`config.mk`:
```
export PLATFORM = sky130hd
export DESIGN_NAME = lirs_interp
export DESIGN_NICKNAME = d
export VERILOG_FILES = /design/src/sv/lirs_pkg.sv /design/src/sv/lirs_interp.sv
export SDC_FILE = /design/constraint.sdc
export NUM_CORES = 2
export LEC_CHECK = 0
export ABC_AREA = 1
export BUFFER_PORTS_ARGS = -buffer_cell sky130_fd_sc_hd__buf_2
export CORE_MARGIN = 5
export CORE_UTILIZATION = 45
export DETAILED_ROUTE_END_ITERATION = 6
export PLACE_DENSITY = 0.64
export REMOVE_ABC_BUFFERS = 1
export SYNTH_ARGS = -nofsm -noshare
export SYNTH_HDL_FRONTEND = slang
export SYNTH_SLANG_ARGS = --single-unit
export TNS_END_PERCENT = 1
```
`constraint.sdc`:
```
create_clock -name aclk -period 13.4 [get_ports aclk]
set_input_delay 2.68 -clock aclk [delete_from_list [all_inputs] [get_ports aclk]]
set_output_delay 2.68 -clock aclk [all_outputs]
set_load 0.1 [all_outputs]
```
`src/sv/lirs_pkg.sv`:
```
package lirs_pkg;

    // sample and lane geometry
    localparam int N_LANES    = 4;
    localparam int SAMPLE_W   = 24;
    localparam int FRAME_W    = N_LANES * SAMPLE_W;

    // phase accumulator, fixed point with FRAC_BITS fraction bits
    localparam int FRAC_BITS  = 16;
    localparam int PHASE_W    = 32;
    localparam int STEP_W     = 20;
    localparam logic [STEP_W-1:0] MIN_STEP = STEP_W'(1) << (FRAC_BITS - 3);

    // buffer geometry
    localparam int MAX_BUFFER_FRAMES = 4096;
    localparam int POS_W      = $clog2(MAX_BUFFER_FRAMES);
    localparam int COUNT_W    = POS_W + 1;

    // per-input output limit
    localparam int MAX_RESULTS = 16;
    localparam int N_W         = $clog2(MAX_RESULTS) + 1;

    // configuration port
    localparam int CH_W       = 3;
    localparam int CFG_IDX_W  = 2;
    localparam int CFG_DATA_W = 20;

    localparam logic [CFG_IDX_W-1:0] REG_PHASE_STEP     = 2'd0;
    localparam logic [CFG_IDX_W-1:0] REG_SRC_CHANNELS   = 2'd1;
    localparam logic [CFG_IDX_W-1:0] REG_DST_CHANNELS   = 2'd2;
    localparam logic [CFG_IDX_W-1:0] REG_MAX_OUT_FRAMES = 2'd3;

    typedef logic signed [SAMPLE_W-1:0] sample_t;
    typedef sample_t [N_LANES-1:0] frame_t;

    // one classified source frame waiting for the back end
    typedef struct packed {
        frame_t             samples;
        logic               last;
        logic [POS_W-1:0]   pos;
    } item_t;

    // effective settings after clamping
    typedef struct packed {
        logic [STEP_W-1:0]  step;
        logic [COUNT_W-1:0] cap;
        logic [CH_W-1:0]    lanes;
    } cfg_t;

    // one output request from the sequencer to the datapath
    typedef struct packed {
        logic                 valid;
        logic                 copy;
        logic [FRAC_BITS-1:0] frac;
        logic [POS_W-1:0]     index;
        logic                 run_last;
    } issue_t;

endpackage

```
`src/sv/lirs_interp.sv`:
```
module lirs_interp
    import lirs_pkg::*;
(
    input  logic               aclk,
    input  logic               aresetn,
    input  issue_t             issue,
    output logic               issue_ready,
    input  frame_t             prev_frame,
    input  frame_t             cur_frame,
    input  logic [CH_W-1:0]    lanes,
    output logic               m_tvalid,
    input  logic               m_tready,
    output logic [FRAME_W-1:0] m_tdata,
    output logic [POS_W-1:0]   m_tuser,
    output logic               m_tlast
);

    localparam int PROD_W = SAMPLE_W + FRAC_BITS + 2;
    localparam logic signed [PROD_W-1:0] RND = PROD_W'(1) << (FRAC_BITS - 1);

    logic                     s1_valid_reg;
    logic                     s1_valid_next;
    logic signed [PROD_W-1:0] prod_reg [N_LANES];
    logic signed [PROD_W-1:0] prod_next [N_LANES];
    sample_t                  base_reg [N_LANES];
    sample_t                  base_next [N_LANES];
    logic [POS_W-1:0]         s1_index_reg;
    logic                     s1_last_reg;

    logic                     m_valid_reg;
    logic                     m_valid_next;
    frame_t                   m_data_reg;
    frame_t                   m_data_next;
    logic [POS_W-1:0]         m_index_reg;
    logic                     m_last_reg;

    logic                     s1_ready;
    logic                     s2_ready;
    logic                     s1_load;
    logic                     s2_load;

    assign s2_ready    = !m_valid_reg || m_tready;
    assign s1_ready    = !s1_valid_reg || s2_ready;
    assign issue_ready = s1_ready;
    assign s1_load     = issue.valid && s1_ready;
    assign s2_load     = s1_valid_reg && s2_ready;

    assign m_tvalid = m_valid_reg;
    assign m_tdata  = m_data_reg;
    assign m_tuser  = m_index_reg;
    assign m_tlast  = m_last_reg;

    // stage 1: lane difference times fraction, inactive lanes forced to zero
    always_comb begin
        logic signed [SAMPLE_W:0]  diff;
        logic signed [FRAC_BITS:0] frac_s;
        sample_t                   s0;
        frac_s = $signed({1'b0, issue.frac});
        for (int c = 0; c < N_LANES; c++) begin
            s0 = issue.copy ? cur_frame[c] : prev_frame[c];
            if (CH_W'(c) < lanes) begin
                diff         = $signed({cur_frame[c][SAMPLE_W-1], cur_frame[c]})
                               - $signed({s0[SAMPLE_W-1], s0});
                base_next[c] = s0;
            end else begin
                diff         = '0;
                base_next[c] = '0;
            end
            prod_next[c] = PROD_W'(diff) * PROD_W'(frac_s);
        end
    end

    // stage 2: round to nearest, ties up, then add the base sample
    always_comb begin
        logic signed [PROD_W-1:0]   rnd_full;
        logic signed [SAMPLE_W+1:0] sum;
        for (int c = 0; c < N_LANES; c++) begin
            rnd_full       = (prod_reg[c] + RND) >>> FRAC_BITS;
            sum            = $signed({{2{base_reg[c][SAMPLE_W-1]}}, base_reg[c]})
                             + $signed(rnd_full[SAMPLE_W+1:0]);
            m_data_next[c] = sum[SAMPLE_W-1:0];
        end
    end

    // stage valid flags
    always_comb begin
        s1_valid_next = s1_valid_reg;
        m_valid_next  = m_valid_reg;
        if (s1_ready) begin
            s1_valid_next = issue.valid;
        end
        if (s2_ready) begin
            m_valid_next = s1_valid_reg;
        end
    end

    always_ff @(posedge aclk) begin
        if (!aresetn) begin
            s1_valid_reg <= 1'b0;
            m_valid_reg  <= 1'b0;
        end else begin
            s1_valid_reg <= s1_valid_next;
            m_valid_reg  <= m_valid_next;
        end
    end

    // stage payloads
    always_ff @(posedge aclk) begin
        if (s1_load) begin
            prod_reg     <= prod_next;
            base_reg     <= base_next;
            s1_index_reg <= issue.index;
            s1_last_reg  <= issue.run_last;
        end
        if (s2_load) begin
            m_data_reg  <= m_data_next;
            m_index_reg <= s1_index_reg;
            m_last_reg  <= s1_last_reg;
        end
    end

endmodule

```
---- After elaboration in Yosys (flattened, before gate mapping) ----
Index checks and enable logic that the tools add are counted.
word-level totals
  bits in writable memories ............... 0
  bits in latches ......................... 0
  bits of input ports ..................... 229
  memories kept ........................... 0
  register bits after elaboration ......... 380
  ROM bits ................................ 0
cells by class
  $lt $le $gt $ge ......................... 4
  divide/modulo/power cells ............... 0
  $mul .................................... 4
  bitwise operators ....................... 0
  reductions and logical operators ........ 6
  eq/ne operators ......................... 0
  shifts and indexed selects .............. 0
  add/subtract/negate cells ............... 12
  multiplexer cells ....................... 8
operator list
  operator                number
  $add 40x17->40 const B  4
  $mul 25x17->40          4
  $mux 25                 4
  $sub 24x24->25          4
  $add 24x24->24          4
  $mux 24                 4
  $lt 1x3->1 const A      2
  $lt 2x3->1 const A      2
  $logic_and 1x1->1       2
  $logic_not 1->1         2
  $logic_or 1x1->1        2

---- Depth between registers and ports, before layout ----
  word-level depth ........................ 4
  mapped depth ............................ 46

---- Worst setup path after synthesis ----
OpenSTA, ideal clock, no wires.
  path type ............................... input-to-reg
  from .................................... input issue[29] in the netlist's numbering
  to ...................................... register prod_reg[80] in the netlist's numbering, data pin
  data required time ...................... 13.135 ns
  setup time .............................. 0.265 ns
  slack ................................... 2.997 ns
  data arrival time ....................... 10.139 ns
  stages .................................. 39
  path through ............................ buf_2 clkbuf_1 buf_2 nand2_1 o21ai_0 inv_1 ha_1 fa_1 inv_1 nand2_1 a21oi_2 nand2_1 nand2_1 nand2_1 nand4_1 nand2_1 nor2_4 inv_4 [... 3 more ...] inv_1 fa_1 buf_1 xnor2_1 o21ai_0 fa_1 fa_1 inv_1 fa_1 inv_1 ha_1 nand2_1 inv_1 nand3_1 nor4_1 nand2_1 o211ai_1 xor2_1
RTL lines
  what                  line                RTL
  start, declared       lirs_interp.sv:6    input issue_t issue,
  end signal, assigned  lirs_interp.sv:110  prod_reg <= prod_next;
  end, declared         lirs_interp.sv:23   logic signed [PROD_W-1:0] prod_reg [N_LANES];

==> reports/results.tsv <==
metric	value	unit
critical path class	input port to register	
die area	190300	um2
initial antenna violation count	5	
P&R area growth vs syn	6.557	%
Synth cell types	74	
RSZ-0062 raised after global routing	false	
vias per cell	5.366	
H-tree depth	2	
crit path max fanout	51	
Post-route DRC	0	
post-CTS sizing	0	
final hold violations	0	
max-cap violations	0	
critical path buffer and inverter count	8	
largest net degree at the start of global routing	89	
Most Used Layer, Global Route	met2	
Post-Place Worst Slack	1.361	ns
met1 Use GR	0.3411	
CP Launch Type	input port	
Data required, critical path	13.75	ns
DR iter-0 viols	5300	
Critical Path Sink Type	register	
post-DP HPWL	207200	um
status	completed	
period utilization	0.8592	
Rel. slew slack	0.06545	
crit-path leading delay family	adder cells	
FMAX	0.08685	GHz
Hold WC Path Type	register to register	
final WL	254200	um
worst skew pair latency	0.62	ns
Slew @ Worst Pin	1.397	ns
core footprint	180700	um2
Antenna Violating Nets Remaining	0	
Die H	436.2	um
Post-CTS Setup Inserts	0	
max reg flops	100	
PortBufs	339	
ranking of synthesized cells by area	fa_1 37%, edfxtp_1 12%, inv_1 11%	
yosys warns	0	
Top Ports	340	
GRT Total Usage	0.2660	
number of flops mapped to enable cells by yosys	318	
slowest cell delay on critical path	1.04	ns
cells after synthesis	10048	
grt ovf	0	
Slew Limit Fails	0	
wire per inst	20.16	um
clk sinks	320	
M3 GR Usage	0.03543	
ys flop type	edfxtp_1	
GR Layer Usage met2	0.4583	
WP data arrival	11.86	ns
CTS Buffer Depth	3	
CTS Buf Count	41	
CTS root buf	clkbuf_16	
vias in the first global route	71133	
synthesized flop and latch total	320	
first drt pass iteration count	6	
Post-Syn Area per Cell	8.136	um2
NumNets Final	12524	
via count	67693	
Worst path slowest cell	nor2_1	
Initial Util	0.4523	
crit path time final	11.51	ns
TritonCTS clock tree	yes	
hold slack	0.4160	ns
area leader, netlist	fa_1	
first-pass GRT wire length	399500	um
synthesized area	81750	um2
gpl congestion	0.9797	
Final setup viols	0	
final worst slack	1.886	ns
clk slew on worst S/H paths	0.06	ns
share of layout cells above drive strength 1	0.07147	
hold bufs inserted after CTS	0	
Async SR Flop Fraction	0	
# rows	156	
Max Clock Skew	0.03581	ns
setup TNS	0	ns
area share of the largest cell type after synthesis	0.3656	
Die X	436.2	um
Seq/Total Area, Yosys	0.1173	
metal layers:
layer | routed length, um | vias to the layer above
met3 | 17690 | 552
met4 | 11120 | 6
met2 | 123300 | 2670
met1 | 102100 | 33599
li1 | - | 30866
met5 | 40 | -
cell type report:
class,count,area [um2]
fillers,17691,93630
multi-input cells,7015,61840
flip-flops and latches,320,9589
inverters,2426,9124
well taps,2370,2965
repair buffers,406,2236
clock buffers,48,1095
clock inverters,27,254.0
diodes,2,5.005
cell usage in the layout (no fill, tap or decap), types with 11 or more instances in the layout:
cell type	n
nand2_1	1646
clkinv_1	30
nor2_1	1236
o211ai_1	12
o21ai_1	12
o21a_1	15
inv_2	35
nor2_2	46
nor4_1	32
o21bai_1	36
mux2i_1	88
nand4_1	264
nor2_4	11
a21oi_1	340
xor2_1	226
a31oi_1	42
xnor2_1	108
a21o_1	38
ha_1	592
or2_1	12
clkbuf_16	43
inv_1	2362
nand3_2	34
buf_4	73
buf_2	331
fa_1	1493
nand3_1	248
edfxtp_1	318
nor3_2	14
a211oi_1	13
nand3b_1	13
a21boi_0	16
o21ai_0	210
nand2_2	14
nor3_1	63
or2_2	49
path summary, 6_finish.rpt:
| kind | slack [ns] | startpoint | endpoint | depth (start not counted) |
|---|---|---|---|---|
| setup / recovery | 1.89 | issue[29] | prod_reg[29] | 34 |
| hold / removal | 0.42 | s1_index_reg[11] | m_tuser[11] | 0 |
| setup reg to reg | 9.50 | prod_reg[100] | m_tdata[46] | 17 |
| hold reg to reg | 0.42 | s1_index_reg[11] | m_tuser[11] | 0 |
cells by family after synthesis:
group,after synthesis,synth area share
XOR/XNOR,337,0.03643
buffers and inverters,2713,0.1266
AND/OR/NAND/NOR,3726,0.1980
AO/OA/AOI/OAI,779,0.05470
adder cells (fa/ha/maj),2085,0.4562
flip-flops,320,0.1173
multiplexers,88,0.01077
stage by stage:
stage                     cells  cell area [um2]    util
after global routing      12612            87110  0.4819
after detailed placement  12537            85760  0.4745
after global placement    12537            85760  0.4745
final                     12614            87110  0.4820
after floorplan            9761            80510       -
after CTS                 12612            87110  0.4819
Yosys cell counts (13+ instances only):
library cell / number
nand3b_1: 13
nand2_2: 14
nand2_1: 1646
inv_1: 2370
xnor2_1: 108
o21ai_0: 210
nand4_1: 264
a31oi_1: 42
a21oi_1: 342
mux2i_1: 88
xor2_1: 227
a21boi_0: 16
nand3_2: 34
nor3_2: 14
clkbuf_1: 195
nor2_1: 1236
or2_2: 49
edfxtp_1: 318
nand3_1: 248
o21bai_1: 36
ha_1: 592
inv_2: 30
nor2_2: 46
clkinv_1: 25
nor4_1: 32
o21a_1: 15
nor3_1: 63
fa_1: 1493
a21o_1: 38
buf_2: 64
a211oi_1: 13
Power is not shown: default switching activity piles up to over one toggle a cycle in this logic, so the estimate is an artifact.
