[src/sv/lirs_pkg.sv]
package lirs_pkg;

    // sample and lane geometry
    localparam int N_LANES    = 4;
    localparam int SAMPLE_W   = 24;
    localparam int FRAME_W    = N_LANES * SAMPLE_W;

    // phase accumulator, fixed point with FRAC_BITS fraction bits
    localparam int FRAC_BITS  = 16;
    localparam int PHASE_W    = 32;
    localparam int STEP_W     = 20;
    localparam logic [STEP_W-1:0] MIN_STEP = STEP_W'(1) << (FRAC_BITS - 3);

    // buffer geometry
    localparam int MAX_BUFFER_FRAMES = 4096;
    localparam int POS_W      = $clog2(MAX_BUFFER_FRAMES);
    localparam int COUNT_W    = POS_W + 1;

    // per-input output limit
    localparam int MAX_RESULTS = 16;
    localparam int N_W         = $clog2(MAX_RESULTS) + 1;

    // configuration port
    localparam int CH_W       = 3;
    localparam int CFG_IDX_W  = 2;
    localparam int CFG_DATA_W = 20;

    localparam logic [CFG_IDX_W-1:0] REG_PHASE_STEP     = 2'd0;
    localparam logic [CFG_IDX_W-1:0] REG_SRC_CHANNELS   = 2'd1;
    localparam logic [CFG_IDX_W-1:0] REG_DST_CHANNELS   = 2'd2;
    localparam logic [CFG_IDX_W-1:0] REG_MAX_OUT_FRAMES = 2'd3;

    typedef logic signed [SAMPLE_W-1:0] sample_t;
    typedef sample_t [N_LANES-1:0] frame_t;

    // one classified source frame waiting for the back end
    typedef struct packed {
        frame_t             samples;
        logic               last;
        logic [POS_W-1:0]   pos;
    } item_t;

    // effective settings after clamping
    typedef struct packed {
        logic [STEP_W-1:0]  step;
        logic [COUNT_W-1:0] cap;
        logic [CH_W-1:0]    lanes;
    } cfg_t;

    // one output request from the sequencer to the datapath
    typedef struct packed {
        logic                 valid;
        logic                 copy;
        logic [FRAC_BITS-1:0] frac;
        logic [POS_W-1:0]     index;
        logic                 run_last;
    } issue_t;

endpackage

[src/sv/lirs_fifo.sv]
module lirs_fifo
    import lirs_pkg::*;
(
    input  logic  aclk,
    input  logic  aresetn,
    input  logic  push_valid,
    output logic  push_ready,
    input  item_t push_item,
    output logic  head_valid,
    output item_t head_item,
    input  logic  pop
);

    item_t       mem_reg [2];
    logic        wr_ptr_reg;
    logic        wr_ptr_next;
    logic        rd_ptr_reg;
    logic        rd_ptr_next;
    logic [1:0]  fill_reg;
    logic [1:0]  fill_next;
    logic        do_push;
    logic        do_pop;

    assign push_ready = (fill_reg != 2'd2);
    assign head_valid = (fill_reg != 2'd0);
    assign head_item  = mem_reg[rd_ptr_reg];
    assign do_push    = push_valid && push_ready;
    assign do_pop     = pop && head_valid;

    // pointer and fill bookkeeping
    always_comb begin
        wr_ptr_next = do_push ? ~wr_ptr_reg : wr_ptr_reg;
        rd_ptr_next = do_pop ? ~rd_ptr_reg : rd_ptr_reg;
        fill_next   = fill_reg;
        if (do_push && !do_pop) begin
            fill_next = fill_reg + 2'd1;
        end else if (!do_push && do_pop) begin
            fill_next = fill_reg - 2'd1;
        end
    end

    always_ff @(posedge aclk) begin
        if (!aresetn) begin
            wr_ptr_reg <= 1'b0;
            rd_ptr_reg <= 1'b0;
            fill_reg   <= 2'd0;
        end else begin
            wr_ptr_reg <= wr_ptr_next;
            rd_ptr_reg <= rd_ptr_next;
            fill_reg   <= fill_next;
        end
    end

    // entry storage
    always_ff @(posedge aclk) begin
        if (do_push) begin
            mem_reg[wr_ptr_reg] <= push_item;
        end
    end

endmodule

[config.mk]
export PLATFORM = sky130hd
export DESIGN_NAME = lirs_fifo
export DESIGN_NICKNAME = d
export VERILOG_FILES = /design/src/sv/lirs_pkg.sv /design/src/sv/lirs_fifo.sv
export SDC_FILE = /design/constraint.sdc
export NUM_CORES = 1
export LEC_CHECK = 0
export ABC_CLOCK_PERIOD_IN_PS = 3200
export BUFFER_PORTS_ARGS = -buffer_cell sky130_fd_sc_hd__buf_4
export CAP_MARGIN = 15
export CORE_ASPECT_RATIO = 0.75
export CORE_MARGIN = 1.5
export CORE_UTILIZATION = 35
export DETAILED_ROUTE_END_ITERATION = 12
export GPL_ROUTABILITY_DRIVEN = 0
export PLACE_DENSITY_LB_ADDON = 0.15
export SYNTH_ARGS = -nofsm -noshare
export SYNTH_HDL_FRONTEND = slang
export SYNTH_SLANG_ARGS = --single-unit
[constraint.sdc]
create_clock -name aclk -period 3.2 [get_ports aclk]
set_input_delay 0.32 -clock aclk [delete_from_list [all_inputs] [get_ports aclk]]
set_output_delay 0.32 -clock aclk [all_outputs]
set_load 0.05 [all_outputs]
# Word level (Yosys, flattened, before mapping)

Memory sizes are Yosys's and may differ from the RTL's. A register that Yosys moved wholly into a read port is not among the register bits.
Index checks and enable logic that the tools add are counted.

Add/subtract/negate cells: 2
Equal/unequal tests: 1
Multiplexer cells: 6
Bitwise logic cells: 2
Reductions and logical operators: 8

Operator list:

| operator              | count |
|---|---|
| $logic_and A1 B1 Y1   | 4 |
| $mux W1               | 4 |
| $mux W2               | 2 |
| $reduce_bool A2 Y1    | 2 |
| $add A2 B1 Y2 const B | 1 |
| $logic_not A1 Y1      | 2 |
| $ne A2 B2 Y1 const B  | 1 |
| $not A1 Y1            | 2 |
| $sub A2 B1 Y2 const B | 1 |

Bits in registers: 4
RAM bits: 218
Input bits: 113
Word-level logic and storage cells: 23
Memories kept: 1

Memories:

| name    | depth | bits a word | read ports | clocked after memory_dff | wr ports | line            | RTL |
|---|---|---|---|---|---|---|---|
| mem_reg | 2     | 109         | 1          | 1                        | 1        | lirs_fifo.sv:14 | `item_t mem_reg [2];` |

# Depth between registers and ports, before layout

Gate-level depths: netlist of the first run.

Word-level depth: 6
Gate-level depth with buffers: 6
Mapped depth without buffers: 6

# Worst setup path before layout of the first run

No wires, ideal clock.

Path type: register to register
Start: register fill_reg[0]
End: memory mem_reg[1][0] (netlist name) (enable)
Arrival: 3.250 ns
Setup slack: -0.531 ns
Stages on the path, launching flop included: 3
Path buffers: 0
Cell sequence: dfxtp_1 > nand2b_4 > and3_1

Cells in the longest elaborated chain, start to end: 4

RTL lines:

| what                          | line            | RTL |
|---|---|---|
| start, declared               | lirs_fifo.sv:19 | `logic [1:0] fill_reg;` |
| start signal, assigned        | lirs_fifo.sv:50 | `fill_reg <= fill_next;` |
| $ne A2 B2 Y1                  | lirs_fifo.sv:24 | `assign push_ready = (fill_reg != 2'd2);` |
| named net push_ready          | lirs_fifo.sv:7  | `output logic push_ready,` |
| $logic_and A1 B1 Y1           | lirs_fifo.sv:27 | `assign do_push = push_valid && push_ready;` |
| $mux W1                       | lirs_fifo.sv:56 | `if (do_push) begin` |
| $mux W1 (not written as such) | lirs_fifo.sv:57 | `mem_reg[wr_ptr_reg] <= push_item;` |
| end, declared                 | lirs_fifo.sv:14 |  |

The timed path passes the listed nets, and every way through them passes these cells.

==> results of run 1 <==
-- how the worst min path moves through the flow --
stage	end	slack, ps
after detailed placement	mem_reg[1][66]$_DFFE_PP_	510
after floorplan	mem_reg[0][0]$_DFFE_PP_	420
after global routing	mem_reg[1][46]$_DFFE_PP_	0.3
after CTS	mem_reg[0][100]$_DFFE_PP_	0.3
final	mem_reg[1][46]$_DFFE_PP_	20
after global placement	mem_reg[0][90]$_DFFE_PP_	500
-- kinds of logic (layout without fill, tap and decap cells) --
logic type	after synthesis	after routing	share of synthesized area
other	0	1	0
buffers and inverters	13	372	0.01015
flip-flops	223	223	0.8172
adder cells (fa/ha/maj)	1	1	0.001538
XOR/XNOR	3	3	0.003231
AND/OR/NAND/NOR	9	9	0.008001
multiplexers	109	109	0.1555
AO/OA/AOI/OAI	5	5	0.004307
-- layout by cell type, fill, tap and decap left out, types with 2 or more instances in the layout --
cell	Yosys	final
buf_4	0	225
edfxtp_1	218	218
dlygate4sd3_1	0	102
mux2_2	99	99
clkbuf_16	0	23
mux2_4	10	10
clkinv_1	0	7
clkinv_2	0	5
and2_1	4	4
clkbuf_1	0	4
dfxtp_1	5	4
buf_12	0	4
xnor2_1	2	2
-- layer usage --
metal	part of all wire	up-vias
met1	0.42	2190
met3	0.089	25
met2	0.47	154
met5	0	-
met4	0.021	0
li1	-	2137
-- metrics by stage --
step / instance area, sq um / hold WS (ps) / cells / util
3_5_place_dp: 10210 / 507.5 / 880 / 0.4462
6_report: 11910 / 17.96 / 1023 / 0.5203
4_1_cts: 11880 / 0.3368 / 1020 / 0.5194
5_1_grt: 11910 / 0.3016 / 1023 / 0.5203
3_3_place_gp: 10210 / 504.9 / 880 / 0.4462
2_1_floorplan: 8138 / 418.9 / 363 / -
-- power by group through the flow --
stage | clock network (mW) | logic, mW | registers (mW)
detailed placement | 0 | 3.67 | 3.80
global placement | 0 | 3.65 | 3.78
finish | 2.42 | 3.73 | 3.73
CTS | 2.49 | 3.78 | 3.74
global route | 2.61 | 3.91 | 3.77
floorplan | 0 | 2.62 | 3.79
-- critical path, cell delays in order, from the launching register on --
cell	delay [ps]
dfxtp_4	350
buf_12	500
mux2_2	410
buf_4	190
-- area by class of cell --
type                            instances  area [sq um]  share of cell area
Multi-Input combinational cell        127          1409              0.1183
Clock buffer                           27         590.6             0.04960
Tap cell                              300         375.4             0.03153
Sequential cell                       223          6650              0.5585
Inverter                                1         7.507           0.0006305
Antenna cell                            1         2.502           0.0002102
Timing Repair Buffer                  331          2790              0.2343
Clock inverter                         13         81.33            0.006831
-- timing repair --
| action | in CTS | in global routing |
|---|---|---|
| buffers inserted | 0 | 0 |
| hold buffers | 100 | 2 |
| endpoints found under the hold margin | 197 | 3 |
==> impl_metrics.ini, run 1 <==
[global_route]
grt_pass1_vias = 4839
gr-usage-all-layers = 0.1345
grt_pass1_wl_mm = 24.89
antenna_found_initial = 1
use_met2 = 0.2233
overflow = 0
met1_usage = 0.1684
grt-busiest-layer = met2
grt_max_degree = 110
met3_usage = 0.04392

[drt]
route.vias.total = 4506
firstDrtPassIters = 4
viasPerCell = 4.405
wire_per_inst_microns = 16.30
routed_wl_mm = 16.68
drt_iter0_drc = 173
antenna_left = 0
drc = 0

[yosys]
synthFlopType = edfxtp_1
synth_edf_count = 218
synth.cell_area_sq_um = 8133
synthTopCellsByArea = edfxtp_1 (80%), mux2_2 (14%), mux2_4 (1.8%)
yosysMostFrequentCell = edfxtp_1
synth_top_area_share = 0.8049
ys_seq_elements = 223
ys_seq_area_frac = 0.8172
yosys.area.top_type = edfxtp_1
yosysWarnings = 0
syn-num-nets = 477
synth_cell_types = 21
netlist_instances = 363
syn-mean-instance-area_sq_um = 22.40
synth_common_cells = edfxtp_1 (218), mux2_2 (99), mux2_4 (10)
synthArstFlopShare = 0

[min_path]
worst_hold_startpoint = push_item[46]
whs_path_depth = 1
hold_class = in -> reg

[cts]
insertion_delay_ps = 500
path_clk_slew_ps = 60
tritoncts = built
cts_root_buf = clkbuf_16
cts_sinks = 223
cts_resized = 0
cts-htree-levels = 1
max-clock-path-buffers = 3
cts-buffers-inserted = 23

[setup_path]
required_ps = 2880
worstPathArrival_ps = 2000
end_kind = output pin
rr_endpoint = mem_reg[0][47]$_DFFE_PP_
cp-start-kind = register
critical_path_class = reg -> out
ff2ff_path_depth = 4
reg2reg_setup_slack_ps = 1220
path_max_fanout = 109
crit_path_end = head_item[108]
timing.rr.start = fill_reg[0]$_SDFFE_PN0P_

[timing]
hold_viol = 0
finalCritPeriodShare = 0.7236
period_needed_ps = 2316
relSlewSlack = 0.5639
worst_slack_ps = 884.3
clock_skew_ps = 11.34
setup_viol = 0
rsz0062_at_grt = no
maxSlewViolCount = 0
worst_slew_pin_slew_ps = 652.8
tns_ps = 0
max_freq_ghz = 0.4318

[cells_and_area]
largest_reg_flops = 218
drive_gt1_frac = 0.5166
area_delta_synth_final_pct = 46.40
nets = 821
nFillCells = 1900

[job]
maxCapViolCount = 0

[pwr]
clkPwrFrac = 0.244
switching_share = 0.3588
leakagePower_nw = 4.440
internal_power_mw = 6.336
ir_drop_uv = 533.1
net-switching-power_mw = 3.545
p_total_mw = 9.880
seqPwrFrac = 0.378
p_comb_frac = 0.378
power_density_nw_per_um2 = 829.8

[placed_design]
dpl.hpwl_mm = 10.45
place_ws_ps = 1163
port_buffers = 223

[die]
initial_core_util = 0.3554
fp-row-count = 48
core_area_sq_um = 22880
die_area_sq_um = 24170
die_x_microns = 179.0
io_pins = 224
die_h_microns = 135.0

[outcome]
status = finished, final reports clean
(Power assumes the default switching activity.)
==> inputs of run 2 (changes only) <==
--- a/config.mk
+++ b/config.mk
@@ -5,7 +5,8 @@
 export SDC_FILE = /design/constraint.sdc
 export NUM_CORES = 1
 export LEC_CHECK = 0
-export ABC_CLOCK_PERIOD_IN_PS = 3200
+export ABC_AREA = 1
+export ABC_CLOCK_PERIOD_IN_PS = 2300
 export BUFFER_PORTS_ARGS = -buffer_cell sky130_fd_sc_hd__buf_4
 export CAP_MARGIN = 15
 export CORE_ASPECT_RATIO = 0.75
==> constraint.sdc (replaced) <==
create_clock -name aclk -period 2.3 [get_ports aclk]
set_input_delay 0.23 -clock aclk [delete_from_list [all_inputs] [get_ports aclk]]
set_output_delay 0.23 -clock aclk [all_outputs]
set_load 0.05 [all_outputs]
==> run 2 against run 1 <==
Core utilization rose by 0.90 points. Total power rose by 38%. Die area barely moved. Sequential cell count did not move. Register-to-register slack got worse by 380 ps. Synthesized cell count rose by 3.6%. Count of clock-buffer cells in the layout rose by 5. Critical endpoint is now head_item[54]. Critical path depth did not move.
==> impl_metrics.ini, run 2 <==
[yosys]
synth.cell_area_sq_um = 8130
synth_edf_count = 218
synth_common_cells = edfxtp_1 (218), mux2_2 (99), mux2_4 (10)
synthArstFlopShare = 0
synth_top_area_share = 0.8052
synthFlopType = edfxtp_1
ys_seq_area_frac = 0.8175
syn-num-nets = 490
yosysMostFrequentCell = edfxtp_1
ys_seq_elements = 223
synthTopCellsByArea = edfxtp_1 (81%), mux2_2 (14%), mux2_4 (1.8%)
yosys.area.top_type = edfxtp_1
netlist_instances = 376
syn-mean-instance-area_sq_um = 21.62
synth_cell_types = 15
yosysWarnings = 0

[min_path]
worst_hold_startpoint = push_valid
worstHoldEndpoint = wr_ptr_reg$_SDFFE_PN0P_
hold_class = in -> reg
whs_path_depth = 4

[drt]
wire_per_inst_microns = 16.01
firstDrtPassIters = 4
viasPerCell = 4.406
antenna_left = 0
routed_wl_mm = 16.75
route.vias.total = 4609
drc = 0
drt_iter0_drc = 239

[setup_path]
worstPathArrival_ps = 1920
path_max_fanout = 37
ff2ff_path_depth = 5
end_kind = output pin
critical_path.cell_chain = buf_12, mux2_2, buf_4
critical_path_class = reg -> out
slowest_delay_ps = 540
required_ps = 2070
slowest_stage = dfxtp_4
rr_endpoint = mem_reg[0][67]$_DFFE_PP_
cp-start-kind = register
reg2reg_setup_slack_ps = 840
timing.rr.start = fill_reg[0]$_SDFFE_PN0P_

[timing]
clock_skew_ps = 7.208
period_needed_ps = 2155
max_freq_ghz = 0.4640
maxSlewViolCount = 0
rsz0062_at_grt = no
setup_viol = 0
worst_slack_ps = 145.0
relSlewSlack = 0.7547
finalCritPeriodShare = 0.9369
hold_viol = 0
worst_slew_pin_slew_ps = 367.9

[cts]
cts-buffers-inserted = 24
cts-htree-levels = 1
tritoncts = built
cts_sinks = 223
insertion_delay_ps = 490
path_clk_slew_ps = 60
cts_root_buf = clkbuf_16
max-clock-path-buffers = 3

[pwr]
internal_power_mw = 8.912
net-switching-power_mw = 4.715
switching_share = 0.3460
p_comb_frac = 0.355
p_total_mw = 13.63
seqPwrFrac = 0.391
clkPwrFrac = 0.255
ir_drop_uv = 736.2
power_density_nw_per_um2 = 1125
leakagePower_nw = 4.540

[global_route]
met1_usage = 0.1749
met3_usage = 0.05068
use_met2 = 0.2160
grt_max_degree = 62
gr-usage-all-layers = 0.1357
grt_pass1_wl_mm = 25.64
grt_pass1_vias = 4899
antenna_found_initial = 0
overflow = 0
grt-busiest-layer = met2

[cells_and_area]
layout_common_cells = buf_4 (223), edfxtp_1 (218), dlygate4sd3_1 (110), mux2_2 (99), clkbuf_16 (25)
area_delta_synth_final_pct = 48.98
diodes = 0
final_common_cell = buf_4
nets = 844
drive_gt1_frac = 0.4987
largest_reg_flops = 218

[placed_design]
port_buffers = 223
dpl.hpwl_mm = 10.68
place_ws_ps = 655.8

[die]
die_h_microns = 135.0
fp-row-count = 48
io_pins = 224
die_x_microns = 179.0
initial_core_util = 0.3553
die_area_sq_um = 24160
core_area_sq_um = 22880

[outcome]
status = finished, final reports clean

[job]
maxCapViolCount = 0
run 2: changes by cell type after synthesis, sizes merged, moves of 2 or more:
cell / change
nand2: +9
inv: +7
nor2: +8
and2: -4
xnor2: -2
a21boi: -2
run 2: timing repair:
item	in CTS	in global routing
hold buffers	110	0
endpoints found under the hold margin	222	0
buffers inserted	0	0
resized for setup	0	0
run 2: worst max path at each step:
stage / end / depth (start not counted)
2_1_floorplan: mem_reg[0][0]$_DFFE_PP_ / 4
5_1_grt: head_item[54] / 3
3_5_place_dp: head_item[54] / 3
6_report: head_item[54] / 3
3_3_place_gp: head_item[72] / 3
4_1_cts: head_item[54] / 3
run 2: per-stage QoR:
stage               cells  hold WS (ps)  instance area (sq um)  utilization  TNS (ps)
floorplan             376         328.9                   8182            -    -71650
global placement      894         414.5                  10300       0.4500         0
detailed placement    894         417.7                  10300       0.4500         0
CTS                  1046         100.1                  12110       0.5294         0
global route         1046         112.1                  12110       0.5294         0
finish               1046         120.7                  12110       0.5294         0
run 2: layer usage:
metal	up-vias	share of wire
met4	0	0.020
met2	180	0.46
met3	26	0.10
li1	2189	-
met1	2214	0.42
met5	-	0
run 2: area by class of cell:
type / count / area (sq um)
clock buffers: 32 / 651.9
clock inverters: 10 / 63.81
fillers: 1858 / 10770
inverters: 8 / 32.53
multi-input cells: 133 / 1423
flip-flops and latches: 223 / 6651
well taps: 300 / 375.4
repair buffers: 340 / 2915
run 2: critical path: cells and delay by family, from the launching register on:
kind,cells,cell delay [ps]
buf+inv,2,460
flops,1,540
mux,1,380
run 2: power groups by stage:
stage | clock network [mW] | logic (mW) | registers (mW)
after detailed placement | 0 | 4.72 | 5.41
after global routing | 3.76 | 5.07 | 5.38
after CTS | 3.60 | 4.89 | 5.33
after floorplan | 0 | 3.36 | 5.34
after global placement | 0 | 4.68 | 5.39
final | 3.47 | 4.83 | 5.32
run 2: cell families after synthesis:
group / synth area share
flip-flops: 0.8175
multiplexers: 0.1556
buffers and inverters: 0.01339
AND/OR/NAND/NOR: 0.009233
AO/OA/AOI/OAI: 0.002770
adder cells (fa/ha/maj): 0.001539
==> inputs of run 3 (changes only) <==
--- a/config.mk
+++ b/config.mk
@@ -9,7 +9,7 @@
 export ABC_CLOCK_PERIOD_IN_PS = 2300
 export BUFFER_PORTS_ARGS = -buffer_cell sky130_fd_sc_hd__buf_4
 export CAP_MARGIN = 15
-export CORE_ASPECT_RATIO = 0.75
+export CORE_ASPECT_RATIO = 0.6
 export CORE_MARGIN = 1.5
 export CORE_UTILIZATION = 35
 export DETAILED_ROUTE_END_ITERATION = 12
==> run 3 against run 2 <==
Final area down 0.53%. Hold slack worse by 4.9 ps. Non-clock buffer count up 3. Die area about the same. Core utilization up 0.76 points. Clock skew up 1.8 ps. Critical endpoint is now head_item[60]. Largest power group unchanged. Highest routed layer unchanged.
==> impl_metrics.ini, run 3 (synthesis gave the netlist of run 2 again) <==
[cells_and_area]
seqCellArea_sq_um = 6651
nFillCells = 1796
final_common_cell = buf_4
nets = 845
layout_common_cells = buf_4 (227), edfxtp_1 (218), dlygate4sd3_1 (110), mux2_2 (99), clkbuf_16 (23)
fin_cells = 1052
multiInputGateArea_sq_um = 1423
largest_reg_flops = 218
area_delta_synth_final_pct = 48.20
drive_gt1_frac = 0.5061

[setup_path]
cp-start-kind = register
worstPathArrival_ps = 1930
end_kind = output pin
path_max_fanout = 19
required_ps = 2070
critical_path_class = reg -> out

[outcome]
status = finished, final reports clean

[global_route]
antenna_found_initial = 1
gr-usage-all-layers = 0.1414
grt_max_degree = 58
overflow = 0
grt_pass1_vias = 4901
grt_pass1_wl_mm = 26.12

[die]
initial_core_util = 0.3623
core_area_sq_um = 22440
fp-row-count = 42
die_x_microns = 199.8
die_h_microns = 121.1
io_pins = 224
die_area_sq_um = 24180

[cts]
cts_resized = 0
cts-htree-levels = 1
cts-buffers-inserted = 22
tritoncts = built
insertion_delay_ps = 490
max-clock-path-buffers = 3
cts_root_buf = clkbuf_16
cts_sinks = 223
path_clk_slew_ps = 60

[timing]
worst_slack_ps = 140.1
worst_slew_pin_slew_ps = 348.2
hold_viol = 0
tns_ps = 0
clock_skew_ps = 9.049
max_freq_ghz = 0.4630
finalCritPeriodShare = 0.9391
rsz0062_at_grt = no
setup_viol = 0
period_needed_ps = 2160
relSlewSlack = 0.7679
maxSlewViolCount = 0

[pwr]
leakagePower_nw = 4.519
ir_drop_uv = 611.0
power_density_nw_per_um2 = 1113

[drt]
met3_length_mm = 1.340
drc = 0
firstDrtPassIters = 6
route.vias.total = 4600
drt_iter0_drc = 199
top_layer = met4
routed_wl_mm = 17.25
antenna_left = 0
viasPerCell = 4.373
wl_met2_mm = 7.797
met1_length_mm = 7.748
wire_per_inst_microns = 16.40

[placed_design]
port_buffers = 223
dpl.hpwl_mm = 10.84
place_ws_ps = 619.1
dpl.cell_count = 905

[job]
maxCapViolCount = 0

[min_path]
hold_class = in -> reg
## run 3: cell types whose count changed in the layout (fill, tap and decap cells not counted)
| cell | change |
|---|---|
| buf_4 | +4 |
| clkbuf_1 | -2 |
| bufinv_16 | -1 |
| clkinv_1 | -5 |
| clkbuf_16 | -2 |
| diode_2 | +1 |
| buf_12 | -1 |
| clkinv_2 | +4 |
## run 3: final timing paths
| check | startpoint | end | slack [ps] | depth (start not counted) |
|---|---|---|---|---|
| worst max-delay path | register | head_item[60] | 140 | 3 |
| worst min-delay path | push_valid | wr_ptr_reg$_SDFFE_PN0P_ | 120 | 4 |
| worst max register to register | fill_reg[1]$_SDFFE_PN0P_ | fill_reg[1]$_SDFFE_PN0P_ | 800 | 8 |
| worst min register to register | rd_ptr_reg$_SDFFE_PN0P_ | rd_ptr_reg$_SDFFE_PN0P_ | 520 | 2 |
## run 3: repair_timing
action / CTS / global route
endpoints found under the hold margin: 223 / 0
setup buffers: 0 / 0
hold buffers: 110 / 0
## run 3: worst max-delay path: stages, from the launching register on
cell and delay, ps:
dfxtp_4 560, buf_4 290, mux2_2 380, buf_4 190
## run 3: area by class of cell
| cell class | instances | share of cell area |
|---|---|---|
| diodes | 1 | 0.0002077 |
| multi-input cells | 133 | 0.1181 |
| well taps | 308 | 0.03198 |
| flip-flops and latches | 223 | 0.5520 |
| clock buffers | 28 | 0.04932 |
| inverters | 8 | 0.002700 |
| repair buffers | 343 | 0.2428 |
| clock inverters | 8 | 0.002908 |
## run 3: layer usage
layer / vias to the layer above / GRT usage
li1: 2187 / -
met5: - / 0
met3: 24 / 0.04308
met4: 0 / 0.03524
met1: 2229 / 0.1894
met2: 160 / 0.2246
## run 3: metrics by stage
step | instance area (sq um) | power (mW) | hold WS (ps) | util
6_report | 12050 | 13.41 | 115.8 | 0.5370
5_1_grt | 12050 | 13.96 | 147.0 | 0.5370
4_1_cts | 12050 | 13.58 | 90.58 | 0.5369
3_5_place_dp | 10320 | 10.17 | 417.8 | 0.4597
3_3_place_gp | 10320 | 10.09 | 414.8 | 0.4597
2_1_floorplan | 8182 | 8.702 | 328.9 | -
## run 3: where the power goes
part           leakage (nW)  internal [mW]  total, mW  switching, mW
Clock                 0.311           1.81       3.22           1.41
Combinational          2.13           1.70       4.87           3.16
Sequential             2.08           5.14       5.32          0.185
Total                  4.52           8.65       13.4           4.76
