$ cat src/sv/lirs_pkg.sv
package lirs_pkg;

    // sample and lane geometry
    localparam int N_LANES    = 4;
    localparam int SAMPLE_W   = 24;
    localparam int FRAME_W    = N_LANES * SAMPLE_W;

    // phase accumulator, fixed point with FRAC_BITS fraction bits
    localparam int FRAC_BITS  = 16;
    localparam int PHASE_W    = 32;
    localparam int STEP_W     = 20;
    localparam logic [STEP_W-1:0] MIN_STEP = STEP_W'(1) << (FRAC_BITS - 3);

    // buffer geometry
    localparam int MAX_BUFFER_FRAMES = 4096;
    localparam int POS_W      = $clog2(MAX_BUFFER_FRAMES);
    localparam int COUNT_W    = POS_W + 1;

    // per-input output limit
    localparam int MAX_RESULTS = 16;
    localparam int N_W         = $clog2(MAX_RESULTS) + 1;

    // configuration port
    localparam int CH_W       = 3;
    localparam int CFG_IDX_W  = 2;
    localparam int CFG_DATA_W = 20;

    localparam logic [CFG_IDX_W-1:0] REG_PHASE_STEP     = 2'd0;
    localparam logic [CFG_IDX_W-1:0] REG_SRC_CHANNELS   = 2'd1;
    localparam logic [CFG_IDX_W-1:0] REG_DST_CHANNELS   = 2'd2;
    localparam logic [CFG_IDX_W-1:0] REG_MAX_OUT_FRAMES = 2'd3;

    typedef logic signed [SAMPLE_W-1:0] sample_t;
    typedef sample_t [N_LANES-1:0] frame_t;

    // one classified source frame waiting for the back end
    typedef struct packed {
        frame_t             samples;
        logic               last;
        logic [POS_W-1:0]   pos;
    } item_t;

    // effective settings after clamping
    typedef struct packed {
        logic [STEP_W-1:0]  step;
        logic [COUNT_W-1:0] cap;
        logic [CH_W-1:0]    lanes;
    } cfg_t;

    // one output request from the sequencer to the datapath
    typedef struct packed {
        logic                 valid;
        logic                 copy;
        logic [FRAC_BITS-1:0] frac;
        logic [POS_W-1:0]     index;
        logic                 run_last;
    } issue_t;

endpackage

$ cat src/sv/lirs_seq.sv
module lirs_seq
    import lirs_pkg::*;
(
    input  logic   aclk,
    input  logic   aresetn,
    input  cfg_t   cfg,
    input  logic   head_valid,
    input  item_t  head_item,
    output logic   pop,
    output issue_t issue,
    input  logic   issue_ready,
    output frame_t prev_frame
);

    localparam logic [1:0] ST_IDLE = 2'd0;
    localparam logic [1:0] ST_RUN  = 2'd1;
    localparam logic [1:0] ST_DONE = 2'd2;

    logic [1:0]         state_reg;
    logic [1:0]         state_next;
    logic [PHASE_W-1:0] phase_reg;
    logic [PHASE_W-1:0] phase_next;
    logic [COUNT_W-1:0] count_reg;
    logic [COUNT_W-1:0] count_next;
    logic [N_W-1:0]     n_reg;
    logic [N_W-1:0]     n_next;
    logic               seg_reg;
    logic               seg_next;
    frame_t             prev_reg;
    frame_t             prev_next;

    logic [POS_W:0]     pos_inc;
    logic [PHASE_W-1:0] bound0;
    logic [PHASE_W-1:0] bound1;
    logic [PHASE_W-1:0] phase_inc;
    logic [COUNT_W-1:0] count_inc;
    logic [N_W-1:0]     n_inc;
    logic               first0;
    logic               first1;
    logic               next0;
    logic               next1;
    logic               fire;

    function automatic logic can_emit(
        input logic [PHASE_W-1:0] phase,
        input logic [N_W-1:0]     n,
        input logic [COUNT_W-1:0] count,
        input logic [COUNT_W-1:0] cap,
        input logic [PHASE_W-1:0] bound
    );
        can_emit = (n < N_W'(MAX_RESULTS)) && (count < cap) && (phase < bound);
    endfunction

    // segment bounds: interpolation up to pos, copies up to pos+1
    assign pos_inc = {1'b0, head_item.pos} + (POS_W+1)'(1);
    assign bound0  = {{(PHASE_W-POS_W-FRAC_BITS){1'b0}}, head_item.pos, {FRAC_BITS{1'b0}}};
    assign bound1  = {{(PHASE_W-POS_W-1-FRAC_BITS){1'b0}}, pos_inc, {FRAC_BITS{1'b0}}};

    assign phase_inc = phase_reg + PHASE_W'(cfg.step);
    assign count_inc = count_reg + COUNT_W'(1);
    assign n_inc     = n_reg + N_W'(1);

    // first output of an item, and lookahead for the one after the current
    assign first0 = (head_item.pos != '0) && can_emit(phase_reg, n_reg, count_reg, cfg.cap, bound0);
    assign first1 = head_item.last && can_emit(phase_reg, n_reg, count_reg, cfg.cap, bound1);
    assign next0  = !seg_reg && (head_item.pos != '0)
                    && can_emit(phase_inc, n_inc, count_inc, cfg.cap, bound0);
    assign next1  = head_item.last && can_emit(phase_inc, n_inc, count_inc, cfg.cap, bound1);

    assign fire = (state_reg == ST_RUN) && issue_ready;

    assign issue.valid    = (state_reg == ST_RUN);
    assign issue.copy     = seg_reg;
    assign issue.frac     = phase_reg[FRAC_BITS-1:0];
    assign issue.index    = count_reg[POS_W-1:0];
    assign issue.run_last = !(next0 || next1);

    assign prev_frame = prev_reg;

    // item sequencer
    always_comb begin
        state_next = state_reg;
        phase_next = phase_reg;
        count_next = count_reg;
        n_next     = n_reg;
        seg_next   = seg_reg;
        prev_next  = prev_reg;
        pop        = 1'b0;
        unique case (state_reg)
            ST_IDLE: begin
                if (head_valid) begin
                    if (first0) begin
                        seg_next   = 1'b0;
                        state_next = ST_RUN;
                    end else if (first1) begin
                        seg_next   = 1'b1;
                        state_next = ST_RUN;
                    end else begin
                        state_next = ST_DONE;
                    end
                end
            end
            ST_RUN: begin
                if (fire) begin
                    phase_next = phase_inc;
                    count_next = count_inc;
                    n_next     = n_inc;
                    seg_next   = !next0;
                    state_next = (next0 || next1) ? ST_RUN : ST_DONE;
                end
            end
            ST_DONE: begin
                // buffer end: rebase the phase to the next buffer
                if (head_item.last) begin
                    phase_next = (phase_reg > bound1) ? phase_reg - bound1 : '0;
                    count_next = '0;
                end
                n_next     = '0;
                prev_next  = head_item.samples;
                pop        = 1'b1;
                state_next = ST_IDLE;
            end
            default: begin
                state_next = ST_IDLE;
            end
        endcase
    end

    always_ff @(posedge aclk) begin
        if (!aresetn) begin
            state_reg <= ST_IDLE;
            phase_reg <= '0;
            count_reg <= '0;
            n_reg     <= '0;
            seg_reg   <= 1'b0;
            prev_reg  <= '0;
        end else begin
            state_reg <= state_next;
            phase_reg <= phase_next;
            count_reg <= count_next;
            n_reg     <= n_next;
            seg_reg   <= seg_next;
            prev_reg  <= prev_next;
        end
    end

endmodule

$ cat config.mk
export PLATFORM = sky130hd
export DESIGN_NAME = lirs_seq
export DESIGN_NICKNAME = d
export VERILOG_FILES = /design/src/sv/lirs_pkg.sv /design/src/sv/lirs_seq.sv
export SDC_FILE = /design/constraint.sdc
export NUM_CORES = 1
export LEC_CHECK = 0
export BUFFER_PORTS_ARGS = -buffer_cell sky130_fd_sc_hd__buf_2
export CORE_AREA = 2 2 142 144
export CTS_CLUSTER_SIZE = 14
export DETAILED_ROUTE_END_ITERATION = 8
export DIE_AREA = 0 0 144 146
export PLACE_DENSITY = 0.73
export SLEW_MARGIN = 25
export SYNTH_ARGS = -nofsm -noshare
export SYNTH_HDL_FRONTEND = slang
export SYNTH_SLANG_ARGS = --single-unit
export TNS_END_PERCENT = 10
$ cat constraint.sdc
create_clock -name aclk -period 9.2 [get_ports aclk]
set_clock_uncertainty 0.05 [all_clocks]
set_input_delay 0.46 -clock aclk [delete_from_list [all_inputs] [get_ports aclk]]
set_output_delay 0.46 -clock aclk [all_outputs]
set_load 0.02 [all_outputs]
# == Word-level counts from Yosys, hierarchy flattened ==
# Cells that the tools add are included.
# totals
reg_bits,149
elab_cells,74
# classes
add_sub_neg,5
order_cmp,9
n_eq_ne,6
mux,21
n_reduce_logical,24
# ops
op,count
32-bit 2-to-1 mux,3
32-bit by 28-bit < comparator with 1-bit output,2
32-bit by 29-bit < comparator with 1-bit output,2
32-bit case mux with 2 select lines,1
32-bit by 20-bit adder with 32-bit output,1
32-bit by 29-bit > comparator with 1-bit output,1
32-bit by 29-bit subtractor with 32-bit output,1
13-bit < comparator,2
13-bit 2-to-1 mux,2
13-bit case mux with 2 select lines,1
12-bit by 1-bit adder with 13-bit output (second input constant),1
13-bit by 1-bit adder with 13-bit output (second input constant),1
1-bit logical AND,12
12-bit nonzero test,1
5-bit < comparator (second input constant),2
2-bit 2-to-1 mux,5
5-bit case mux with 2 select lines,1
5-bit by 1-bit adder with 5-bit output (second input constant),1
1-bit 2-to-1 mux,5
5-bit 2-to-1 mux,1
2-bit inequality test (second input constant),2
2-bit case mux with 2 select lines,1
2-bit AND reduction,2
4-bit AND reduction,1
other kinds (10),13

# == Depth between registers and ports, before layout ==
# Gate-level depths: netlist of the first run.
# logic_depth
word_depth,9
depth_mapped,20
mapped_depth_nobuf,19

# == Worst setup path before layout of the first run ==
# Ideal clock, no wire load.
# synth_timing
path_type,input to output
startpoint,input port cfg[16] (netlist name)
endpoint,output port issue[0] (netlist name)
arrival_ps,4217
slack_ps,4473
cell_stages,19
path_buffers,1
cell_sequence,ha_1 > inv_1 > fa_1 > nand2b_1 > a21oi_2 > o21ai_0 > and3_4 > or2_2 > buf_2 > nor2_1 > xor2_1 > ha_1 > a21o_1 > a2111oi_0 > o211ai_1 > o21bai_1 > a311o_1 > a31oi_4 > inv_1
# synth_rtl
element,line,text
start: declaration,lirs_seq.sv:6,"input cfg_t cfg,"
end: declaration,lirs_seq.sv:10,"output issue_t issue,"

==> results of run 1 <==
power by group:
part	leakage [nW]	internal (mW)	switching (mW)	total, mW
Clock	0.300	0.413	0.308	0.722
Sequential	1.20	0.666	0.0299	0.696
Combinational	3.90	0.167	0.247	0.414
Total	5.41	1.25	0.585	1.83
cells in the final DEF (no fill, tap or decap), types with 4 or more instances in the layout:
cell | synthesis | layout
buf_4 | 29 | 5
a31oi_1 | 5 | 5
or2_2 | 5 | 5
o21a_1 | 9 | 9
nor2_1 | 76 | 76
nand4_1 | 22 | 22
inv_1 | 41 | 41
nor4_1 | 8 | 8
dfxtp_1 | 149 | 149
xnor2_1 | 34 | 34
a21oi_1 | 169 | 169
o211ai_1 | 5 | 5
nand2b_1 | 12 | 11
ha_1 | 96 | 96
or3_1 | 5 | 5
buf_2 | 9 | 273
nand2_1 | 255 | 255
nor3_1 | 27 | 27
a22oi_1 | 11 | 11
nor2b_1 | 6 | 6
inv_6 | 0 | 4
xor2_1 | 25 | 25
o21ai_0 | 34 | 34
a221oi_1 | 5 | 5
a211oi_1 | 7 | 7
and3_1 | 9 | 9
a211o_1 | 6 | 6
and2_1 | 7 | 7
nand3_1 | 30 | 30
a21o_1 | 23 | 23
clkbuf_16 | 0 | 17
logic make-up after synthesis:
kind of cell / Yosys count / synth area share, %
and+or+nand+nor: 480 / 22.8
muxes: 2 / 0.210
AOI/OAI and AO/OA: 319 / 20.8
xor gates and xnor gates: 59 / 5.42
adders and majority gates: 98 / 13.0
buffers and inverters: 134 / 6.53
DFF: 149 / 31.3
cell type report:
class                      instances  area (µm²)  area share [%]
multi-input combinational        958        5940            51.9
tap                              265         332            2.90
clock inverter                    15         191            1.67
sequential                       149        2980            26.0
inverter                          43         165            1.44
timing repair buffer             279        1420            12.4
clock buffer                      17         425            3.71
worst paths after layout:
| check | start | end | slack, ns |
|---|---|---|---|
| setup / recovery | phase_reg[0] | issue[0] | 3.36 |
| hold / removal | head_item[13] | prev_frame[0] | 0.22 |
| setup reg to reg | phase_reg[0] | seg_reg | 4.17 |
| hold reg to reg | prev_frame[68] | prev_frame[68] | 0.40 |
per-layer routing:
metal  global-route usage [%]  vias up  share of wire (%)
met2                     42.9      323                 47
met1                     35.3     4281                 44
met5                        0        -                  0
li1                         -     4731                  -
met3                     5.73       55                6.8
met4                     8.53        0                2.6
worst max-delay path: cells and delay by family (launching register included):
family,cells,cell delay [ns]
XOR/XNOR,1,0.26
AND/OR/NAND/NOR,4,0.95
adder cells (fa/ha/maj),3,0.94
flip-flops,1,0.38
AO/OA/AOI/OAI,8,2.10
buffers and inverters,3,0.29
==> results_dict.tcl, run 1 <==
set metrics [dict create \
    status "complete, no violations" \
    drv_slew 0 \
    path_cells "ha_1 > inv_1 > fa_1 > nand2b_1 > a21oi_2 > o21ai_0 > and3_4 > or2_2 > nor2_1 > xor2_1 > ha_1 > a21o_1 > a2111oi_0 > o211ai_1 > o21bai_1 > a311o_1 > a31oi_4 > inv_1 > buf_2" \
    cts_resized 0 \
    routedWlPerCell_um 16.4 \
    drc 0 \
    max_freq_mhz 171 \
    syn_inst 1241 \
    grt_pass1_vias 8661 \
    cp_slowest_stage_delay_ns 0.52 \
    cts_sinks 149 \
    ys_warn_count 0 \
    n_antenna_cell 0 \
    reg2regPathDepth 18 \
    first_pass_iters 7 \
    hold_path_depth 3 \
    cts_buffers 17 \
    cts_tree "yes" \
    setup_viol 0 \
    grt_pass1_wl_um 44600 \
    die_h_um 146 \
    ir_drop_mv 0.155 \
    fin_total_pwr_mw 1.83 \
    synthArstFlopShare_pct 0 \
    cp_slowest_cell "a2111oi_0" \
    antenna_left 0 \
    root_buffer "clkbuf_16" \
    grt-ovfl-total 0 \
    ctsHoldBuffers 0 \
    power_leakage_nw 5.41 \
    largest_reg_flops 96 \
    worstMarginPinSlew_ns 0.988 \
    yosys.area.top_type "dfxtp_1" \
    drive_gt1_share_pct 22.9 \
    maxCapViolCount 0 \
    wl_um 28200 \
    final_nets 1695 \
    dpl.cell_count 1694 \
    critPathKind "flop to output pin" \
    route.vias.total 9390 \
    yosysSeqAreaShare_pct 31.3 \
    hp-class "primary input to flop" \
    synth_top_area_share_pct 31.3 \
    syn_area_um2 9540 \
    synth_cell_types 76 \
    fill_cells 1774 \
    syn_area_per_cell_um2 7.69 \
    fin_crit_sh_pct 63.5 \
    ys_ff_latch 149 \
    crit_required_ns 8.69 \
    design_area_um2 11500 \
    pre_cts_slack_ns 3.64 \
    grt_setup_unrepaired "false" \
    cts.clk_slew.worst_paths_ns 0.07 \
    port_buffers 273 \
    drtIter0Drc 570 \
    core_area_um2 19300 \
    cts_setup_buffers 0 \
    area_delta_synth_final_pct 20.1 \
    die_area_um2 21000 \
    cp-end-kind "output pin" \
    yosysMostFrequentCell "nand2_1" \
    cp-start-kind "flop" \
    fin_crit_ns 5.84 \
    antenna_found_initial 0 \
    fin_cells 1726 \
    grt_util_all_layers_pct 26.6 \
    syn_nets 1488 \
    cp_max_fo 7 \
    gp_congestion 0.897 \
    synth_commonest_cells "nand2_1, a21oi_1, dfxtp_1, ha_1, nor2_1" \
    clockBufferDepth 2 \
    placementRows 51 \
    clock_latency_ns 0.42 \
    hold_viol_final 0 \
    maxSlewHeadroom_pct 34.1 \
    vias_per_cell 5.44 \
    start_util_pct 49.3 \
    grt_max_degree 105 \
    ys.flop_type "dfxtp_1" \
    power_density_nw_per_um2 160 \
    pin_count 277 \
    whs_ns 0.219 \
    yosys-top-cells-area "dfxtp_1, ha_1, nand2_1" \
    h-tree-depth 4 \
    arrival_ns 5.33 \
    synth-edff-count 0 \
    placed_cell_area_um2 10800 \
    utilization_pct 59.2 \
    tns_ns 0 \
    fin_ws_ns 3.36 \
    dpl.hpwl_um 21000 \
    die-width_um 144 \
]
(Power assumes the default switching activity.)
==> run 2, diff against run 1 <==
--- a/config.mk
+++ b/config.mk
@@ -6,11 +6,11 @@
 export NUM_CORES = 1
 export LEC_CHECK = 0
 export BUFFER_PORTS_ARGS = -buffer_cell sky130_fd_sc_hd__buf_2
-export CORE_AREA = 2 2 142 144
+export CORE_AREA = 2 2 144 146
 export CTS_CLUSTER_SIZE = 14
 export DETAILED_ROUTE_END_ITERATION = 8
-export DIE_AREA = 0 0 144 146
-export PLACE_DENSITY = 0.73
+export DIE_AREA = 0 0 146 148
+export PLACE_DENSITY = 0.74
 export SLEW_MARGIN = 25
 export SYNTH_ARGS = -nofsm -noshare
 export SYNTH_HDL_FRONTEND = slang
==> constraint.sdc (replaced) <==
create_clock -name aclk -period 5.23 [get_ports aclk]
set_clock_uncertainty 0.05 [all_clocks]
set_input_delay 0.2615 -clock aclk [delete_from_list [all_inputs] [get_ports aclk]]
set_output_delay 0.2615 -clock aclk [all_outputs]
set_load 0.02 [all_outputs]
==> run 2 against run 1 <==
Effect of this change: sequential power increased by 77%; combinational power increased by 79%; register-to-register slack got worse by 3.5 ns; cell area increased by 0.57%; critical path depth unchanged; core utilization decreased by 1.8 points; total power increased by 77%; count of clock-buffer cells in the layout unchanged; largest cell class unchanged; sequential share of layout area decreased by 0.14 points; flip-flop and latch count unchanged; clock power increased by 77%; die area increased by 2.8%.
==> results_dict.tcl, run 2 (synthesis results as in run 1) <==
set metrics [dict create \
    area_delta_synth_final_pct 20.7 \
    status "complete, no violations" \
    critPathKind "flop to output pin" \
    fin_crit_sh_pct 96.0 \
    grt_pass1_wl_um 44900 \
    cts_sinks 149 \
    grt_pass1_vias 8930 \
    power_leakage_nw 5.43 \
    root_buffer "clkbuf_16" \
    utilization_pct 57.5 \
    drive_gt1_share_pct 23.3 \
    regArea_um2 2980 \
    route.vias.total 9484 \
    dpl.hpwl_um 21200 \
    worstMarginPinSlew_ns 0.898 \
    final_nets 1700 \
    wl_um 28700 \
    fin_crit_ns 5.02 \
    power_density_nw_per_um2 282 \
    p_sw_mw 1.05 \
    grt_util_all_layers_pct 25.7 \
    drtIter0Drc 571 \
    port_buffers 273 \
    core_area_um2 20000 \
    grt-ovfl-total 0 \
    cts.clk_slew.worst_paths_ns 0.07 \
    final_cell_mix "buf_2, nand2_1, a21oi_1, dfxtp_1, ha_1" \
    hp-class "primary input to flop" \
    start_util_pct 47.6 \
    arrival_ns 4.71 \
    antenna_left 0 \
    cp_max_fo 7 \
    cp-end-kind "output pin" \
    die-width_um 146 \
    grt_max_degree 104 \
    first_pass_iters 5 \
    pwr-share-comb_pct 22.8 \
    antenna_found_initial 1 \
    maxCapViolCount 0 \
    switching_share_pct 32.2 \
    drc 0 \
    gp_congestion 0.928 \
    max_freq_mhz 199 \
    die_h_um 148 \
    clock_latency_ns 0.42 \
    clkPwrFrac_pct 39.5 \
    h-tree-depth 4 \
    largest_reg_flops 96 \
    cts_tree "yes" \
    clockBufferDepth 2 \
    pwr-share-seq_pct 37.8 \
    ir_drop_mv 0.203 \
    maxSlewHeadroom_pct 40.0 \
    fill_cells 1920 \
    die_area_um2 21600 \
    tns_ns 0 \
    layout.cells.most_common "buf_2" \
    routedWlPerCell_um 16.5 \
    grt_setup_unrepaired "false" \
    crit_required_ns 4.92 \
    cts_buffers 17 \
    cp-start-kind "flop" \
    p_int_mw 2.20 \
    hold_viol_final 0 \
    placementRows 52 \
    vias_per_cell 5.46 \
    multi_input_area_um2 5950 \
    reg2reg_slack_ns 0.72 \
    pin_count 277 \
    setup_viol 0 \
    drv_slew 0 \
]
[run 2: cell types whose count changed in the layout (fill, tap and decap cells not counted), moves of 2 or more]
cell	change
clkinv_4	-2
inv_6	+2
dlygate4sd3_1	+2
buf_4	+3
[run 2: path summary, 6_finish.rpt]
path / startpoint / endpoint / cells past startpoint
setup / recovery: phase_reg[0] / issue[0] / 19
hold reg to reg: prev_frame[36] / prev_frame[36] / 2
hold / removal: head_item[48] / prev_frame[35] / 3
setup reg to reg: phase_reg[0] / state_reg[0] / 19
[run 2: repair_timing]
action                                  in CTS  in global routing
endpoints found under the setup margin       1                  1
hold endpoints to repair                     2                  0
resized for setup                            3                  3
setup buffers                                2                  0
hold buffers                                 2                  0
pin swaps                                    2                  2
[run 2: final cells by class]
type	count	area share [%]
Sequential cell	149	25.9
Tap cell	270	2.93
Clock inverter	15	1.65
Inverter	43	1.46
Clock buffer	17	3.69
Multi-Input combinational cell	958	51.7
Antenna cell	1	0.0217
Timing Repair Buffer	284	12.7
[run 2: power by group through the flow]
stage                     clock [mW]  combinational [mW]  sequential [mW]
final                           1.28               0.739             1.23
after global routing            1.35               0.818             1.23
after CTS                       1.31               0.729             1.22
after detailed placement           0               0.721             1.25
after global placement             0               0.706             1.25
after floorplan                    0               0.529             1.23
[run 2: worst max-delay path, cell delays in order, from the launching register on]
cell and delay, ns:
dfxtp_2 0.36, ha_2 0.20, inv_1 0.06, fa_1 0.40, nand2b_1 0.19, a21oi_2 0.17, o21ai_1 0.12, and3_4 0.19
or2_4 0.29, nor2_1 0.14, xor2_1 0.22, ha_1 0.29, a21o_1 0.20, a2111oi_2 0.35, o211ai_1 0.13, o21bai_1 0.17
a311o_1 0.38, a31oi_4 0.20, inv_1 0.05, buf_2 0.15
[run 2: through the flow]
stage | cell area (µm²) | total power [mW] | setup slack (ns) | hold slack [ns] | instances
after global routing | 11500 | 3.40 | 0.00795 | 0.0109 | 1737
final | 11500 | 3.24 | 0.208 | 0.0190 | 1737
after CTS | 11500 | 3.26 | 0.0321 | 0.000414 | 1736
after detailed placement | 10800 | 1.97 | 0.315 | 0.393 | 1700
after floorplan | 9540 | 1.76 | 0.797 | 0.348 | 1241
after global placement | 10800 | 1.95 | 0.406 | 0.389 | 1700
[run 2: routing by layer]
metal  GRT usage [%]  vias up  part of all wire [%]
li1                -     4725                     -
met1            33.2     4356                    44
met2            42.5      346                    47
met3            5.68       57                   7.0
met4            8.98        0                   2.3
met5               0        -                     0
==> run 3, diff against run 2 <==
--- a/config.mk
+++ b/config.mk
@@ -10,6 +10,7 @@
 export CTS_CLUSTER_SIZE = 14
 export DETAILED_ROUTE_END_ITERATION = 8
 export DIE_AREA = 0 0 146 148
+export HOLD_SLACK_MARGIN = 0.1
 export PLACE_DENSITY = 0.74
 export SLEW_MARGIN = 25
 export SYNTH_ARGS = -nofsm -noshare
==> run 3 against run 2 <==
Effect of this change: die area unchanged; cell area increased by 8.0%; total power increased by 2.0%; sequential power about the same; flip-flop and latch count unchanged; non-clock buffer count increased by 92.
==> results_dict.tcl, run 3 (synthesis results as in run 1) <==
set metrics [dict create \
    drv_slew 0 \
    placementRows 52 \
    setup_viol 0 \
    final_cell_mix "buf_2, nand2_1, a21oi_1, dfxtp_1, ha_1" \
    worstMarginPinSlew_ns 0.928 \
    tns_ns 0 \
    design_area_um2 12400 \
    route.vias.total 10000 \
    hold_viol_final 0 \
    die-width_um 146 \
    top_layer "met4" \
    antenna_found_initial 1 \
    wl_met3_um 2100 \
    wl_met2_um 14800 \
    clock_latency_ns 0.42 \
    arrival_ns 4.71 \
    routedWlPerCell_um 17.1 \
    ir_drop_mv 0.205 \
    gp_congestion 0.928 \
    grt_max_degree 104 \
    drc 0 \
    crit_required_ns 4.92 \
    cts_tree "yes" \
    fin_total_pwr_mw 3.31 \
    antenna_left 0 \
    fin_cells 1829 \
    start_util_pct 47.6 \
    power_leakage_nw 5.81 \
    maxSlewHeadroom_pct 38.0 \
    pin_count 277 \
    fin_crit_ns 5.02 \
    cts_sinks 149 \
    area_delta_synth_final_pct 30.4 \
    maxCapViolCount 0 \
    wirelength_met1_um 13100 \
    dpl.cell_count 1700 \
    cp-end-kind "output pin" \
    grt_pass1_vias 9977 \
    max_freq_mhz 199 \
    grt_pass1_wl_um 49300 \
    first_pass_iters 5 \
    drtIter0Drc 549 \
    power_density_nw_per_um2 266 \
    status "complete, no violations" \
    vias_per_cell 5.49 \
    grt-ovfl-total 0 \
    critPathKind "flop to output pin" \
    hp-class "primary input to flop" \
    grt_util_all_layers_pct 28.1 \
    fin_ws_ns 0.207 \
    layout.cells.most_common "buf_2" \
    port_buffers 273 \
    placed_cell_area_um2 10800 \
    clockBufferDepth 2 \
    fill_cells 1734 \
    wl_um 31300 \
    die_area_um2 21600 \
    largest_reg_flops 96 \
    dpl.hpwl_um 21200 \
    drive_gt1_share_pct 21.9 \
    final_nets 1792 \
    root_buffer "clkbuf_16" \
    die_h_um 148 \
    grt_setup_unrepaired "false" \
    pre_cts_slack_ns 0.315 \
    fin_crit_sh_pct 96.0 \
    cp-start-kind "flop" \
    cts.clk_slew.worst_paths_ns 0.07 \
    cts_buffers 17 \
    cp_max_fo 7 \
    h-tree-depth 4 \
    core_area_um2 20000 \
]
run 3: cell types whose count changed in the layout (fill, tap and decap cells not counted), sizes merged:
| cell | change |
|---|---|
| dlygate4sd3 | +92 |
run 3: repair_timing:
item,in CTS,in global routing
pin swaps,2,2
hold buffers,94,0
gates resized for setup,3,3
setup endpoints to repair,1,1
buffers inserted,2,0
hold endpoints to repair,94,0
run 3: stage by stage:
stage	utilization (%)	hold slack, ns
floorplan	-	0.348
global placement	54.1	0.389
detailed placement	54.1	0.393
CTS	62.0	0.104
global route	62.1	0.130
finish	62.1	0.135
run 3: report_power, final:
part           switching, mW  internal [mW]  leakage (nW)  total, mW
clock                  0.557          0.728         0.297       1.29
sequential            0.0539           1.17          1.20       1.22
combinational          0.455          0.345          4.31      0.801
run 3: worst paths after layout:
kind | startpoint | endpoint | slack (ns) | cells after the start
worst min-delay path | head_item[54] | prev_frame[41] | 0.14 | 3
worst max register to register | phase_reg[0] | state_reg[0] | 0.72 | 19
worst max-delay path | phase_reg[0] | issue[0] | 0.21 | 19
worst min register to register | prev_frame[36] | prev_frame[36] | 0.40 | 2
run 3: layout make-up:
| class | count | area [µm²] | area share [%] |
|---|---|---|---|
| Clock inverter | 15 | 190 | 1.53 |
| Sequential cell | 149 | 2980 | 24.0 |
| Tap cell | 270 | 338 | 2.72 |
| Timing Repair Buffer | 376 | 2380 | 19.1 |
| Multi-Input combinational cell | 958 | 5950 | 47.9 |
| Clock buffer | 17 | 425 | 3.42 |
| Inverter | 43 | 168 | 1.35 |
| Antenna cell | 1 | 2.50 | 0.0201 |
run 3: critical path: stages (launching register included):
cell and delay, ns:
dfxtp_2 0.36, ha_2 0.20, inv_1 0.06, fa_1 0.40, nand2b_1 0.19, a21oi_2 0.17, o21ai_1 0.12, and3_4 0.19
or2_4 0.29, nor2_1 0.14, xor2_1 0.22, ha_1 0.29, a21o_1 0.20, a2111oi_2 0.35, o211ai_1 0.13, o21bai_1 0.17
a311o_1 0.38, a31oi_4 0.21, inv_1 0.05, buf_2 0.15
run 3: per-layer routing:
metal	track usage [%]	vias up
met3	6.27	107
met2	47.7	402
met1	34.0	4618
met4	13.2	0
met5	0	-
li1	-	4920
